<file path="config.mk">
export PLATFORM = sky130hd
export DESIGN_NAME = totp_window_verifier
export DESIGN_NICKNAME = d
export VERILOG_FILES = /design/src/hw/rtl/totp_pkg.sv /design/src/hw/rtl/totp_fifo.sv /design/src/hw/rtl/totp_front.sv /design/src/hw/rtl/totp_sha1.sv /design/src/hw/rtl/totp_back.sv /design/src/hw/rtl/totp_window_verifier.sv
export SDC_FILE = /design/constraint.sdc
export NUM_CORES = 2
export LEC_CHECK = 0
export BUFFER_PORTS_ARGS = -buffer_cell sky130_fd_sc_hd__buf_2
export CELL_PAD_IN_SITES_DETAIL_PLACEMENT = 0
export CELL_PAD_IN_SITES_GLOBAL_PLACEMENT = 2
export CORE_ASPECT_RATIO = 1.2
export CORE_MARGIN = 8
export CORE_UTILIZATION = 47
export CTS_CLUSTER_DIAMETER = 100
export DETAILED_ROUTE_END_ITERATION = 10
export PLACE_DENSITY_LB_ADDON = 0.12
export SLEW_MARGIN = 20
export SYNTH_ARGS = -nofsm -noshare
export SYNTH_HDL_FRONTEND = slang
export SYNTH_SLANG_ARGS = --single-unit
</file>
<file path="constraint.sdc">
create_clock -name clk -period 52.6 [get_ports clk]
set_input_delay 2.63 -clock clk [delete_from_list [all_inputs] [get_ports clk]]
set_output_delay 2.63 -clock clk [all_outputs]
set_load 0.005 [all_outputs]
</file>
<file path="src/hw/rtl/totp_pkg.sv">
// Shared types, codes and constants of the one-time password verifier.
// Used by every module of the block; depends on nothing else.
package totp_pkg;

    localparam int QUEUE_DEPTH = 2;

    localparam logic [2:0] REG_KEY0   = 3'd0;
    localparam logic [2:0] REG_KEY1   = 3'd1;
    localparam logic [2:0] REG_KEY2   = 3'd2;
    localparam logic [2:0] REG_DIGITS = 3'd3;
    localparam logic [2:0] REG_WINDOW = 3'd4;
    localparam logic [2:0] REG_STEP   = 3'd5;

    localparam logic [159:0] SHA1_IV =
        160'h67452301_EFCDAB89_98BADCFE_10325476_C3D2E1F0;

    localparam logic [7:0] IPAD = 8'h36;
    localparam logic [7:0] OPAD = 8'h5c;

    // Message bit lengths of the inner and outer hash inputs.
    localparam logic [63:0] INNER_BITS = 64'd576;
    localparam logic [63:0] OUTER_BITS = 64'd672;

    typedef struct packed {
        logic [62:0] counter;
        logic [29:0] code;
        logic        len_ok;
    } job_t;

    typedef struct packed {
        logic busy;
        logic done;
    } sha_stat_t;

    function automatic logic [29:0] pow_ten(input logic [3:0] digits);
        logic [29:0] r;
        case (digits)
            4'd1:    r = 30'd10;
            4'd2:    r = 30'd100;
            4'd3:    r = 30'd1000;
            4'd4:    r = 30'd10000;
            4'd5:    r = 30'd100000;
            4'd6:    r = 30'd1000000;
            4'd7:    r = 30'd10000000;
            4'd8:    r = 30'd100000000;
            4'd9:    r = 30'd1000000000;
            default: r = 30'd1;
        endcase
        return r;
    endfunction

    function automatic logic [31:0] round_k(input logic [6:0] t);
        logic [31:0] k;
        if (t < 7'd20)      k = 32'h5A827999;
        else if (t < 7'd40) k = 32'h6ED9EBA1;
        else if (t < 7'd60) k = 32'h8F1BBCDC;
        else                k = 32'hCA62C1D6;
        return k;
    endfunction

endpackage

</file>
<file path="src/hw/rtl/totp_fifo.sv">
// Two-entry queue that carries jobs from the front end to the hash back end.
// Depends on totp_pkg for the job type and the depth.
module totp_fifo (
    input  logic            clk,
    input  logic            rst_n,
    input  logic            push,
    input  totp_pkg::job_t  push_data,
    output logic            full,
    input  logic            pop,
    output logic            empty,
    output totp_pkg::job_t  pop_data
);
    localparam int PW = (totp_pkg::QUEUE_DEPTH > 1) ? $clog2(totp_pkg::QUEUE_DEPTH) : 1;
    localparam int CW = $clog2(totp_pkg::QUEUE_DEPTH + 1);

    totp_pkg::job_t   slot_reg [totp_pkg::QUEUE_DEPTH];
    logic [PW-1:0]    wr_ptr_reg, rd_ptr_reg;
    logic [CW-1:0]    count_reg, count_next;

    assign full     = (count_reg == CW'(totp_pkg::QUEUE_DEPTH));
    assign empty    = (count_reg == '0);
    assign pop_data = slot_reg[rd_ptr_reg];

    always_comb
    begin
        count_next = count_reg;
        if (push && !full && !(pop && !empty))
            count_next = count_reg + 1'b1;
        else if (pop && !empty && !(push && !full))
            count_next = count_reg - 1'b1;
    end

    always_ff @(posedge clk or negedge rst_n)
    begin
        if (!rst_n)
        begin
            wr_ptr_reg <= '0;
            rd_ptr_reg <= '0;
            count_reg  <= '0;
        end
        else
        begin
            count_reg <= count_next;
            if (push && !full)
                wr_ptr_reg <= (wr_ptr_reg == PW'(totp_pkg::QUEUE_DEPTH - 1)) ? '0
                            : wr_ptr_reg + 1'b1;
            if (pop && !empty)
                rd_ptr_reg <= (rd_ptr_reg == PW'(totp_pkg::QUEUE_DEPTH - 1)) ? '0
                            : rd_ptr_reg + 1'b1;
        end
    end

    always_ff @(posedge clk)
    begin
        if (push && !full)
            slot_reg[wr_ptr_reg] <= push_data;
    end

`ifndef SYNTHESIS
    a_no_overflow: assert property (@(posedge clk) disable iff (!rst_n)
        count_reg <= CW'(totp_pkg::QUEUE_DEPTH)) else $error("queue count overflow");
    a_push_counts: assert property (@(posedge clk) disable iff (!rst_n)
        (push && !full && !pop) |=> (count_reg == $past(count_reg) + 1'b1))
        else $error("push lost");
    a_pop_counts: assert property (@(posedge clk) disable iff (!rst_n)
        (pop && !empty && !push) |=> (count_reg == $past(count_reg) - 1'b1))
        else $error("pop lost");
`endif
endmodule

</file>
<file path="src/hw/rtl/totp_front.sv">
// Front end: takes an input transaction, checks the code length and divides
// the time by the step length one quotient bit a cycle. Depends on totp_pkg.
module totp_front (
    input  logic            clk,
    input  logic            rst_n,
    input  logic            in_valid,
    output logic            in_stall,
    input  logic [29:0]     code_value,
    input  logic [3:0]      code_length,
    input  logic [62:0]     unix_time,
    input  logic [3:0]      digits,
    input  logic [15:0]     step_seconds,
    output logic            push,
    output totp_pkg::job_t  push_data,
    input  logic            full
);
    localparam logic [1:0] ST_IDLE = 2'd0;
    localparam logic [1:0] ST_DIV  = 2'd1;
    localparam logic [1:0] ST_PUSH = 2'd2;

    logic [1:0]  state_reg, state_next;
    logic [62:0] quot_reg;
    logic [15:0] rem_reg;
    logic [5:0]  cnt_reg;
    logic [29:0] code_reg;
    logic        len_ok_reg;
    logic [15:0] step;
    logic [16:0] trial;
    logic        fits;

    assign step     = (step_seconds == '0) ? 16'd1 : step_seconds;
    assign trial    = {rem_reg, quot_reg[62]};
    assign fits     = (trial >= {1'b0, step});
    assign in_stall = (state_reg != ST_IDLE);
    assign push     = (state_reg == ST_PUSH);
    assign push_data = '{counter: quot_reg, code: code_reg, len_ok: len_ok_reg};

    always_comb
    begin
        state_next = state_reg;
        case (state_reg)
            ST_IDLE: if (in_valid) state_next = ST_DIV;
            ST_DIV:  if (cnt_reg == 6'd62) state_next = ST_PUSH;
            ST_PUSH: if (!full) state_next = ST_IDLE;
            default: state_next = ST_IDLE;
        endcase
    end

    always_ff @(posedge clk or negedge rst_n)
    begin
        if (!rst_n)
            state_reg <= ST_IDLE;
        else
            state_reg <= state_next;
    end

    always_ff @(posedge clk)
    begin
        case (state_reg)
            ST_IDLE:
            begin
                quot_reg   <= unix_time;
                rem_reg    <= '0;
                cnt_reg    <= '0;
                code_reg   <= code_value;
                len_ok_reg <= (code_length == digits);
            end
            ST_DIV:
            begin
                rem_reg  <= fits ? 16'(trial - {1'b0, step}) : trial[15:0];
                quot_reg <= {quot_reg[61:0], fits};
                cnt_reg  <= cnt_reg + 1'b1;
            end
            default: ;
        endcase
    end

`ifndef SYNTHESIS
    a_rem_below_step: assert property (@(posedge clk) disable iff (!rst_n)
        (state_reg == ST_DIV) |-> (rem_reg < step)) else $error("remainder too large");
    a_push_after_div: assert property (@(posedge clk) disable iff (!rst_n)
        $rose(push) |-> $past(state_reg == ST_DIV)) else $error("push without divide");
    a_take_only_idle: assert property (@(posedge clk) disable iff (!rst_n)
        (in_valid && !in_stall) |=> (state_reg == ST_DIV)) else $error("take lost");
`endif
endmodule

</file>
<file path="src/hw/rtl/totp_sha1.sv">
// SHA-1 compression unit: one round a cycle, with the message schedule held in a
// 16-word shift register. Depends on totp_pkg.
module totp_sha1 (
    input  logic                clk,
    input  logic                rst_n,
    input  logic                start,
    input  logic [159:0]        h_in,
    input  logic [511:0]        blk,
    output totp_pkg::sha_stat_t stat,
    output logic [159:0]        h_out
);
    logic [31:0]  a_reg, b_reg, c_reg, d_reg, e_reg;
    logic [31:0]  w_reg [16];
    logic [159:0] base_reg;
    logic [6:0]   t_reg;
    logic         busy_reg, done_reg;
    logic [31:0]  f, tmp, w_new, wx;

    always_comb
    begin
        if (t_reg < 7'd20)      f = (b_reg & c_reg) | (~b_reg & d_reg);
        else if (t_reg < 7'd40) f = b_reg ^ c_reg ^ d_reg;
        else if (t_reg < 7'd60) f = (b_reg & c_reg) | (b_reg & d_reg) | (c_reg & d_reg);
        else                    f = b_reg ^ c_reg ^ d_reg;
        tmp   = {a_reg[26:0], a_reg[31:27]} + f + e_reg + totp_pkg::round_k(t_reg)
              + w_reg[0];
        wx    = w_reg[13] ^ w_reg[8] ^ w_reg[2] ^ w_reg[0];
        w_new = {wx[30:0], wx[31]};
    end

    assign stat  = '{busy: busy_reg, done: done_reg};
    assign h_out = {base_reg[159:128] + a_reg, base_reg[127:96] + b_reg,
                    base_reg[95:64] + c_reg, base_reg[63:32] + d_reg,
                    base_reg[31:0] + e_reg};

    always_ff @(posedge clk or negedge rst_n)
    begin
        if (!rst_n)
        begin
            busy_reg <= 1'b0;
            done_reg <= 1'b0;
        end
        else
        begin
            done_reg <= busy_reg && (t_reg == 7'd79);
            if (start)
                busy_reg <= 1'b1;
            else if (t_reg == 7'd79)
                busy_reg <= 1'b0;
        end
    end

    always_ff @(posedge clk)
    begin
        if (start)
        begin
            base_reg <= h_in;
            {a_reg, b_reg, c_reg, d_reg, e_reg} <= h_in;
            t_reg <= '0;
            for (int j = 0; j < 16; j++)
                w_reg[j] <= blk[511 - 32*j -: 32];
        end
        else if (busy_reg)
        begin
            a_reg <= tmp;
            b_reg <= a_reg;
            c_reg <= {b_reg[1:0], b_reg[31:2]};
            d_reg <= c_reg;
            e_reg <= d_reg;
            t_reg <= t_reg + 1'b1;
            for (int j = 0; j < 15; j++)
                w_reg[j] <= w_reg[j+1];
            w_reg[15] <= w_new;
        end
    end
endmodule

</file>
<file path="src/hw/rtl/totp_back.sv">
// Back end: walks the window, runs four compressions per candidate counter,
// truncates and reduces modulo ten to the digit count. Depends on totp_pkg
// and totp_sha1.
module totp_back #(
    parameter int MAX_WINDOW = 15,
    parameter int KEY_BYTES  = 20
) (
    input  logic            clk,
    input  logic            rst_n,
    input  logic            empty,
    input  totp_pkg::job_t  pop_data,
    output logic            pop,
    input  logic [159:0]    key,
    input  logic [3:0]      digits,
    input  logic [3:0]      window_steps,
    output logic            out_valid,
    input  logic            out_stall,
    output logic            accepted
);
    localparam int WIN_W = $clog2(MAX_WINDOW + 2);

    localparam logic [2:0] ST_IDLE   = 3'd0;
    localparam logic [2:0] ST_ISSUE  = 3'd1;
    localparam logic [2:0] ST_WAIT   = 3'd2;
    localparam logic [2:0] ST_MOD    = 3'd3;
    localparam logic [2:0] ST_CHECK  = 3'd4;
    localparam logic [2:0] ST_RESULT = 3'd5;

    logic [2:0]       state_reg;
    logic [1:0]       phase_reg;
    logic [62:0]      ctr_reg;
    logic [29:0]      code_reg;
    logic [WIN_W-1:0] idx_reg, win;
    logic             minus_reg, ok_reg, res_valid_reg, res_reg;
    logic [159:0]     chain_reg, inner_reg;
    logic [30:0]      bin_reg, rem_reg;
    logic [4:0]       bit_cnt_reg;

    logic             sha_start;
    logic [159:0]     sha_h;
    logic [511:0]     sha_blk;
    totp_pkg::sha_stat_t sha_stat;
    logic [159:0]     sha_out;

    logic [159:0]     key_m;
    logic [511:0]     ipad_blk, opad_blk;
    logic [63:0]      cand;
    logic [29:0]      modulus;
    logic [31:0]      trunc;
    logic [30:0]      rem_try;
    logic             rem_fits;

    assign win = (window_steps > 4'(MAX_WINDOW > 15 ? 15 : MAX_WINDOW))
               ? WIN_W'(MAX_WINDOW) : WIN_W'(window_steps);
    assign modulus = totp_pkg::pow_ten(digits);

    always_comb
    begin
        for (int i = 0; i < 20; i++)
            key_m[159 - 8*i -: 8] = (i < KEY_BYTES) ? key[159 - 8*i -: 8] : 8'h00;
        ipad_blk = {key_m, 352'b0} ^ {64{totp_pkg::IPAD}};
        opad_blk = {key_m, 352'b0} ^ {64{totp_pkg::OPAD}};
    end

    assign cand = minus_reg ? ({1'b0, ctr_reg} - 64'(idx_reg))
                            : ({1'b0, ctr_reg} + 64'(idx_reg));

    always_comb
    begin
        case (phase_reg)
            2'd0:
            begin
                sha_h   = totp_pkg::SHA1_IV;
                sha_blk = ipad_blk;
            end
            2'd1:
            begin
                sha_h   = chain_reg;
                sha_blk = {cand, 8'h80, 376'b0, totp_pkg::INNER_BITS};
            end
            2'd2:
            begin
                sha_h   = totp_pkg::SHA1_IV;
                sha_blk = opad_blk;
            end
            default:
            begin
                sha_h   = chain_reg;
                sha_blk = {inner_reg, 8'h80, 280'b0, totp_pkg::OUTER_BITS};
            end
        endcase
    end

    // Dynamic truncation: the low nibble of the last byte picks the word.
    assign trunc    = 32'((sha_out << {sha_out[3:0], 3'b000}) >> 128);
    assign rem_try  = {rem_reg[29:0], bin_reg[30]};
    assign rem_fits = (rem_try >= {1'b0, modulus});
    assign sha_start = (state_reg == ST_ISSUE);
    assign pop       = (state_reg == ST_IDLE) && !empty;
    assign out_valid = res_valid_reg;
    assign accepted  = res_reg;

    totp_sha1 u_sha (
        .clk   (clk),
        .rst_n (rst_n),
        .start (sha_start),
        .h_in  (sha_h),
        .blk   (sha_blk),
        .stat  (sha_stat),
        .h_out (sha_out)
    );

    always_ff @(posedge clk or negedge rst_n)
    begin
        if (!rst_n)
        begin
            state_reg     <= ST_IDLE;
            res_valid_reg <= 1'b0;
        end
        else
        begin
            if (res_valid_reg && !out_stall && state_reg != ST_RESULT)
                res_valid_reg <= 1'b0;
            case (state_reg)
                ST_IDLE:
                    if (!empty)
                        state_reg <= pop_data.len_ok ? ST_ISSUE : ST_RESULT;
                ST_ISSUE:
                    state_reg <= ST_WAIT;
                ST_WAIT:
                    if (sha_stat.done)
                        state_reg <= (phase_reg == 2'd3) ? ST_MOD : ST_ISSUE;
                ST_MOD:
                    if (bit_cnt_reg == 5'd30)
                        state_reg <= ST_CHECK;
                ST_CHECK:
                    if (rem_reg == {1'b0, code_reg} || (idx_reg == win && minus_reg)
                        || (idx_reg == win && idx_reg == '0))
                        state_reg <= ST_RESULT;
                    else
                        state_reg <= ST_ISSUE;
                ST_RESULT:
                    if (!res_valid_reg || !out_stall)
                    begin
                        res_valid_reg <= 1'b1;
                        state_reg     <= ST_IDLE;
                    end
                default:
                    state_reg <= ST_IDLE;
            endcase
        end
    end

    always_ff @(posedge clk)
    begin
        case (state_reg)
            ST_IDLE:
            begin
                ctr_reg   <= pop_data.counter;
                code_reg  <= pop_data.code;
                ok_reg    <= 1'b0;
                idx_reg   <= '0;
                minus_reg <= 1'b0;
                phase_reg <= 2'd0;
            end
            ST_WAIT:
                if (sha_stat.done)
                begin
                    phase_reg <= phase_reg + 1'b1;
                    if (phase_reg == 2'd1)
                        inner_reg <= sha_out;
                    else
                        chain_reg <= sha_out;
                    bin_reg     <= {1'b0, trunc[29:0]} | {trunc[30], 30'b0};
                    rem_reg     <= '0;
                    bit_cnt_reg <= '0;
                end
            ST_MOD:
            begin
                rem_reg     <= rem_fits ? rem_try - {1'b0, modulus} : rem_try;
                bin_reg     <= {bin_reg[29:0], 1'b0};
                bit_cnt_reg <= bit_cnt_reg + 1'b1;
            end
            ST_CHECK:
            begin
                ok_reg <= (rem_reg == {1'b0, code_reg});
                if (!minus_reg && idx_reg != '0)
                    minus_reg <= 1'b1;
                else
                begin
                    minus_reg <= 1'b0;
                    idx_reg   <= idx_reg + 1'b1;
                end
            end
            ST_RESULT:
                if (!res_valid_reg || !out_stall)
                    res_reg <= ok_reg;
            default: ;
        endcase
    end

`ifndef SYNTHESIS
    a_start_idle_unit: assert property (@(posedge clk) disable iff (!rst_n)
        sha_start |-> !sha_stat.busy) else $error("hash unit restarted while busy");
    a_rem_bound: assert property (@(posedge clk) disable iff (!rst_n)
        (state_reg == ST_MOD) |-> (rem_reg < {1'b0, modulus})) else $error("bad remainder");
    a_pop_idle: assert property (@(posedge clk) disable iff (!rst_n)
        pop |=> (state_reg == ST_ISSUE || state_reg == ST_RESULT))
        else $error("job lost");
    a_result_once: assert property (@(posedge clk) disable iff (!rst_n)
        (state_reg == ST_RESULT && !(res_valid_reg && out_stall)) |=> res_valid_reg)
        else $error("result not posted");
`endif
endmodule

</file>
<file path="src/hw/rtl/totp_window_verifier.sv">
// Top level of the one-time password verifier: register port, front end,
// job queue and hash back end. Depends on totp_pkg, totp_front, totp_fifo, totp_back.
//
// Usage: write the key, digit count, window and step registers over the
// register port while the block is idle. Each input transaction carries a
// code, its length and the Unix time; every one yields exactly one output
// transaction whose accepted bit is set when the code matches a password in
// the window. The front end divides the time and queues the job. The back end
// runs four SHA-1 compressions per candidate (each an issue step, the rounds
// and a done step), then the remainder and a compare step; with a window of
// w steps it tries up to 2w+1 candidate counters. A failed length check
// skips the hashing. The hash unit sets the rate. Results wait in an output
// register while out_stall is high, and the front end keeps taking items
// until the two-entry queue fills. Reset clears control state and loads the
// register defaults; no clearing pass is needed.
module totp_window_verifier #(
    parameter int MAX_WINDOW = 15,
    parameter int KEY_BYTES  = 20
) (
    input  logic        clk,
    input  logic        rst_n,
    input  logic        psel,
    input  logic        penable,
    input  logic        pwrite,
    input  logic [5:0]  paddr,
    input  logic [63:0] pwdata,
    output logic [63:0] prdata,
    output logic        pready,
    input  logic        in_valid,
    output logic        in_stall,
    input  logic [29:0] code_value,
    input  logic [3:0]  code_length,
    input  logic [62:0] unix_time,
    output logic        out_valid,
    input  logic        out_stall,
    output logic        accepted
);
    logic [63:0] key0_reg, key1_reg;
    logic [31:0] key2_reg;
    logic [3:0]  digits_reg, window_reg, digits;
    logic [15:0] step_reg;
    logic        wr_en;

    logic           push, full, pop, empty;
    totp_pkg::job_t push_data, pop_data;

    assign pready = 1'b1;
    assign wr_en  = psel && penable && pwrite;
    assign digits = (digits_reg == 4'd0) ? 4'd1 : (digits_reg > 4'd9) ? 4'd9 : digits_reg;

    always_ff @(posedge clk or negedge rst_n)
    begin
        if (!rst_n)
        begin
            key0_reg   <= '0;
            key1_reg   <= '0;
            key2_reg   <= '0;
            digits_reg <= 4'd6;
            window_reg <= 4'd1;
            step_reg   <= 16'd30;
        end
        else if (wr_en)
        begin
            case (paddr[5:3])
                totp_pkg::REG_KEY0:   key0_reg   <= pwdata;
                totp_pkg::REG_KEY1:   key1_reg   <= pwdata;
                totp_pkg::REG_KEY2:   key2_reg   <= pwdata[31:0];
                totp_pkg::REG_DIGITS: digits_reg <= pwdata[3:0];
                totp_pkg::REG_WINDOW: window_reg <= pwdata[3:0];
                totp_pkg::REG_STEP:   step_reg   <= pwdata[15:0];
                default: ;
            endcase
        end
    end

    always_comb
    begin
        case (paddr[5:3])
            totp_pkg::REG_KEY0:   prdata = key0_reg;
            totp_pkg::REG_KEY1:   prdata = key1_reg;
            totp_pkg::REG_KEY2:   prdata = {32'b0, key2_reg};
            totp_pkg::REG_DIGITS: prdata = {60'b0, digits_reg};
            totp_pkg::REG_WINDOW: prdata = {60'b0, window_reg};
            totp_pkg::REG_STEP:   prdata = {48'b0, step_reg};
            default:              prdata = '0;
        endcase
    end

    totp_front u_front (
        .clk          (clk),
        .rst_n        (rst_n),
        .in_valid     (in_valid),
        .in_stall     (in_stall),
        .code_value   (code_value),
        .code_length  (code_length),
        .unix_time    (unix_time),
        .digits       (digits),
        .step_seconds (step_reg),
        .push         (push),
        .push_data    (push_data),
        .full         (full)
    );

    totp_fifo u_fifo (
        .clk       (clk),
        .rst_n     (rst_n),
        .push      (push),
        .push_data (push_data),
        .full      (full),
        .pop       (pop),
        .empty     (empty),
        .pop_data  (pop_data)
    );

    totp_back #(
        .MAX_WINDOW (MAX_WINDOW),
        .KEY_BYTES  (KEY_BYTES)
    ) u_back (
        .clk          (clk),
        .rst_n        (rst_n),
        .empty        (empty),
        .pop_data     (pop_data),
        .pop          (pop),
        .key          ({key0_reg, key1_reg, key2_reg}),
        .digits       (digits),
        .window_steps (window_reg),
        .out_valid    (out_valid),
        .out_stall    (out_stall),
        .accepted     (accepted)
    );
endmodule

</file>
=== After elaboration in Yosys (flattened, before gate mapping) ===
Memory sizes are Yosys's and may differ from the RTL's.
Index checks and enable logic that the tools add are counted.

* Bits in registers: 1129
* Latch bits: 0
* Bits in writable memories: 700
* ROM bits: 480
* Memories: 3

{| class="wikitable"
|+ Memories
! memory !! words !! bits a word !! rd ports !! clocked after Yosys merged registers in !! write ports !! line !! RTL
|-
| u_back.u_sha.w_reg || 16 || 32 || 16 || 0 || 16 || totp_sha1.sv:13 || <nowiki>logic [31:0] w_reg [16];</nowiki>
|-
| (no name shown) || 16 || 30 || 1 || 0 || 0 || totp_pkg.sv:37 || <nowiki>case (digits)</nowiki>
|-
| u_fifo.slot_reg || 2 || 94 || 1 || 0 || 1 || totp_fifo.sv:16 || <nowiki>totp_pkg::job_t slot_reg [totp_pkg::QUEUE_DEPTH];</nowiki>
|}

* $add $sub $neg: 22
* Multiply operators: 0
* Divide/modulo/power cells: 0
* $lt $le $gt $ge: 7
* Eq/ne operators: 31
* Shift-type cells: 1
* Muxes and demuxes: 86
* Bitwise logic cells: 33
* Reduce and logical (&&, ||, !) cells: 55

{| class="wikitable"
|+ Operators by type and width
! kind !! number
|-
| 512-bit case mux with 3 select lines || 1
|-
| 32-bit 2-to-1 mux || 31
|-
| 256-bit NOT || 2
|-
| 64-bit case mux with 6 select lines || 1
|-
| 32-bit adder || 9
|-
| 160-bit 2-to-1 mux || 1
|-
| 160-bit by 7-bit left shift with 159-bit output || 1
|-
| 32-bit bitwise XOR || 5
|-
| 32-bit AND || 4
|-
| 63-bit case mux with 2 select lines || 1
|-
| 31-bit 2-to-1 mux || 4
|-
| 31-bit case mux with 2 select lines || 2
|-
| 32-bit OR || 3
|-
| 63-bit by 5-bit adder with 64-bit output || 1
|-
| 64-bit 2-to-1 mux || 1
|-
| 63-bit by 5-bit subtractor with 64-bit output || 1
|-
| 16-bit 2-to-1 mux || 2
|-
| 32-bit NOT || 1
|-
| 16-bit case mux with 2 select lines || 1
|-
| 31-bit by 30-bit equality test with 1-bit output || 1
|-
| 31-bit by 30-bit greater-or-equal comparator with 1-bit output || 1
|-
| 30-bit by 31-bit OR with 31-bit output || 1
|-
| 31-bit by 30-bit subtractor with 31-bit output || 1
|-
| 5-bit case mux with 2 select lines || 2
|-
| 50 further kinds || 157
|}

=== Longest topological paths before layout ===
* Depth after elaboration: 12
* Depth in mapped cells: 25

=== By module ===
A second synthesis with hierarchy kept.

* Cell total of the unflattened synthesis: 7613
* Area total of the unflattened synthesis: 98380.6 µm²

{| class="wikitable"
|+ By module, submodules not included
! module !! instances !! cells each !! area each (µm²) !! sequential area each (µm²)
|-
| totp_sha1 || 1 || 3555 || 47390.5 || 25174.1
|-
| totp_back || 1 || 2620 || 29759.8 || 14814.2
|-
| totp_window_verifier || 1 || 572 || 8236.6 || 4613.2
|-
| totp_fifo || 1 || 312 || 7190.6 || 5745.5
|-
| totp_front || 1 || 554 || 5803.1 || 3533.4
|}

=== Least setup slack after synthesis ===
OpenSTA, ideal clock, no wires.

* Path kind: flip-flop to flip-flop
* Start: reg u_back.state_reg[2]
* End: reg u_back.u_sha.a_reg[0], enable pin
* Arrival time: 12.336 ns
* Required time: 47.901 ns
* Setup slack: 35.565 ns
* Cell stages (with the launch flop): 8
* Buffers on the path: 4
* Period minus slack after synthesis: 17.035 ns
* Cells stage by stage: dfrtp_1 -> clkbuf_1 -> nor2b_1 -> nand2b_1 -> clkbuf_1 -> clkbuf_1 -> clkbuf_1 -> nand2_1

* Word-level cells in the longest chain between the ends: 2

{| class="wikitable"
|+ RTL lines
! what !! line !! RTL
|-
| from (decl) || totp_back.sv:29 || <nowiki>logic [2:0] state_reg;</nowiki>
|-
| from (signal assigned) || totp_back.sv:127 || <nowiki>state_reg <= pop_data.len_ok ? ST_ISSUE : ST_RESULT;</nowiki>
|-
| from (signal assigned) || totp_back.sv:132 || <nowiki>state_reg <= (phase_reg == 2'd3) ? ST_MOD : ST_ISSUE;</nowiki>
|-
| 3-bit by 1-bit equality test with 1-bit output || totp_back.sv:98 || <nowiki>assign sha_start = (state_reg == ST_ISSUE);</nowiki>
|-
| 2-bit nonzero test (no line) || n/a ||
|-
| to (signal assigned) || totp_sha1.sv:58 || <nowiki>{a_reg, b_reg, c_reg, d_reg, e_reg} <= h_in;</nowiki>
|-
| to (signal assigned) || totp_sha1.sv:65 || <nowiki>a_reg <= tmp;</nowiki>
|-
| to (decl) || totp_sha1.sv:12 || <nowiki>logic [31:0] a_reg, b_reg, c_reg, d_reg, e_reg;</nowiki>
|}

No other way between the ends.
A chain may end at the register's enable or synchronous reset.

=== Worst setup path after layout ===
* Start: reg u_back.u_sha.t_reg[4]
* End: reg u_back.u_sha.a_reg[31] (data pin)

* Word-level cells in the longest chain between the ends: 10
* Elaborated cells between the ends (all ways): 15
* Those cells by class: add/sub (4); order compare (3); mux (8)

{| class="wikitable"
|+ RTL lines
! what !! line !! RTL
|-
| from (decl) || totp_sha1.sv:15 || <nowiki>logic [6:0] t_reg;</nowiki>
|-
| from (signal assigned) || totp_sha1.sv:70 || <nowiki>t_reg <= t_reg + 1'b1;</nowiki>
|-
| 7-bit by 6-bit < comparator with 1-bit output || totp_pkg.sv:56, totp_sha1.sv:23 ||
|-
| 32-bit 2-to-1 mux || totp_sha1.sv:23 || <nowiki>else if (t_reg < 7'd60) f = (b_reg & c_reg) | (b_reg & d_reg) | (c_reg & d_reg);</nowiki>
|-
| 32-bit 2-to-1 mux || totp_sha1.sv:22 || <nowiki>else if (t_reg < 7'd40) f = b_reg ^ c_reg ^ d_reg;</nowiki>
|-
| 32-bit 2-to-1 mux || totp_sha1.sv:21 || <nowiki>if (t_reg < 7'd20) f = (b_reg & c_reg) | (~b_reg & d_reg);</nowiki>
|-
| 32-bit adder (2 in a row) || totp_sha1.sv:25 || <nowiki>tmp = {a_reg[26:0], a_reg[31:27]} + f + e_reg + totp_pkg::round_k(t_reg)</nowiki>
|-
| 32-bit adder * || totp_sha1.sv:25 ||
|-
| 32-bit adder * || totp_sha1.sv:26 || <nowiki>+ w_reg[0];</nowiki>
|-
| 32-bit 2-to-1 mux * || totp_sha1.sv:63 || <nowiki>else if (busy_reg)</nowiki>
|-
| 32-bit 2-to-1 mux * || totp_sha1.sv:55 || <nowiki>if (start)</nowiki>
|}

Mark *: on every way between the ends. The rest lies on a longest branch, timed or not. The select of a mux whose other input is x is not followed.

==> reports/metrics.csv <==
metric,value,unit
status,completed,
most frequent cell after synthesis,edfxtp_1,
largest net degree at the start of global routing,178,
final routed DRC violation total,0,
Fillers,17800,
Max Slew Vio Count,0,
Root Driver,clkbuf_16,
pre-CTS setup slack,44.86,ns
CTS tree,built,
Main synth FF type,edfxtp_1,
first-pass GRT wire length,503000,um
NumNets Final,8878,
number of synthesized flops with an enable pin,1626,
synth top area cells,"edfxtp_1 (51%), dfrtp_1 (4.9%), mux2_2 (4.2%), ha_1 (4.2%), nand2_1 (3.0%)",
vias in the first global route,66400,
Routability Congestion,0.991,
final core occ,52.9,%
crit-path most repeated cell,buf_4,
Initial Utilization,47.3,%
CTS Hold Buffers Added,0,
"CP delay by family, top",compound AO/OA/AOI/OAI gates,
crit path DAT,8.55,ns
unrepaired setup endpoints after global routing,false,
worst-case clock buffer depth,3,
fraction of layout instances using a drive strength above 1,14.1,%
Final WS setup,44.66,ns
vias per cell,6.18,
setup TNS,0,ns
CP max FO,18,
port bufs,237,
via count,68600,
Crit Path Category,flip-flop to flip-flop,
top-area cell type share of the netlist area,50.9,%
Crit-path slowest cell,fa_1,
Netlist cell types,99,
Worst Setup End Kind,flip-flop,
Post-Route WL,361000,um
Max Fclk,126,MHz
Die Wd,428,um
CTS resizes,0,
Worst EP required,53.22,ns
Final Skew,0.0641,ns
Fin. Hold Viols,0,
HP Class,flip-flop to flip-flop,
"Avg Cell Area, Syn",11.9,sq um
#FFs+latches synth,1829,
# rows,181,
ys async rst share,10.7,%
clk_lat worst skew,0.90,ns
Setup Buffers After CTS,0,
"Buf+Inv Stages, Crit Path",8,
top post-synthesis cells by count,"edfxtp_1 (1626), nand2_1 (772), nor2_1 (545), a21oi_1 (442), clkbuf_1 (385)",
Layout area overhead,11.7,%
overall global routing resource usage,31.8,%
# setup viols final,0,
Synth area leader,edfxtp_1,
minimum clock period,7.94,ns
CP startpoint kind,flip-flop,
max-cap violations,0,
register area share after synthesis,56.2,%
post-DP HPWL,269000,um
Final ANT Viol Nets,0,
worst slew pin tran,1.36,ns
GRT Residual Overflow,0,
Sink Count,1829,
synth warn,0,
WL/cell,32.5,um
CTS buffer count,191,
CP peak stage delay,0.52,ns
Largest register FFs,512,
Finished Layout Cells,11100,
chip height,511,um
antenna violations before repair,55,
syn nets,8685,
die area,0.219,sq mm
Worst-path clk slew,0.06,ns
DR iter-0 viols,7779,
Pre-antenna DRT Iters,6,
core area,0.203,sq mm
Mapped Cells,8061,
period utilization,15.1,%
synthesized area,0.0959,sq mm
IO Pins,242,
slew margin rel.,8.52,%
Placed Instances,10700,
H-tree levels,4,
## stage by stage
stage / hold slack, ns / cell area [sq um]
floorplan: 0.400 / 95900
global placement: 0.411 / 101000
detailed placement: 0.431 / 101000
CTS: 0.442 / 107000
global route: 0.454 / 107000
finish: 0.445 / 107000
## cell usage in the layout, fill, tap and decap left out, types with 79 or more instances in the layout
master / n
or3_1: 117
nand2_1: 768
o21ai_1: 88
ha_1: 318
mux2_2: 361
nand3_1: 92
and2_1: 154
buf_4: 184
clkbuf_16: 192
and3_1: 79
edfxtp_1: 1626
o21ai_0: 333
a21oi_1: 441
fa_1: 127
a21o_1: 341
nor2_1: 537
mux2i_1: 197
xor2_1: 172
xnor2_1: 209
dfrtp_1: 188
nor3_1: 93
inv_1: 341
buf_2: 236
## metal layers
metal	track usage, %	wire length, um	vias to the layer above
li1	-	-	30200
met1	42.4	146000	34700
met2	47.8	158000	3002
met3	6.16	29200	724
met4	20.4	27800	24
met5	0	159	-
## logic make-up after synthesis
logic type | share of synthesized area, %
other | 0.00391
and+or+nand+nor | 10.1
muxes | 7.08
adders and majority gates | 6.87
buffers and inverters | 3.08
xor gates and xnor gates | 3.70
DFF | 56.2
AOI/OAI and AO/OA | 13.0
## worst register-to-register path, delay by kind of cell, from the launching register on
| kind | cells | cell delay (ns) |
|---|---|---|
| buffers and inverters | 8 | 2.01 |
| AOI/OAI and AO/OA | 9 | 2.54 |
| xor gates and xnor gates | 1 | 0.19 |
| and+or+nand+nor | 5 | 0.65 |
| DFF | 1 | 0.38 |
| adders and majority gates | 5 | 1.91 |
## worst paths after layout
check                                       from                     end  slack [ns]  depth (start not counted)
setup reg to reg           u_back.u_sha.t_reg[4]  u_back.u_sha.a_reg[31]       44.66                         28
min in group asynchronous                  rst_n    u_front.state_reg[0]        1.69                          1
max in group asynchronous                  rst_n            key1_reg[59]       49.44                          2
setup / recovery           u_back.u_sha.t_reg[4]  u_back.u_sha.a_reg[31]       44.66                         28
hold / removal              u_front.code_reg[28]  u_fifo.slot_reg[1][29]        0.44                          0
hold reg to reg             u_front.code_reg[28]  u_fifo.slot_reg[1][29]        0.44                          0
## layout make-up
class / count / area, sq um / share of cell area (%)
Sequential cell: 1829 / 53900 / 50.3
Multi-Input combinational cell: 5448 / 39500 / 36.9
Clock buffer: 241 / 5100 / 4.76
Tap cell: 2653 / 3320 / 3.10
Timing Repair Buffer: 430 / 2750 / 2.57
Inverter: 354 / 1340 / 1.25
Clock inverter: 114 / 1150 / 1.08
Antenna cell: 30 / 75.1 / 0.0701
Power is left out: the tool's default activity adds up to more than one toggle a clock period on the data nets, which glitch-free logic cannot reach.
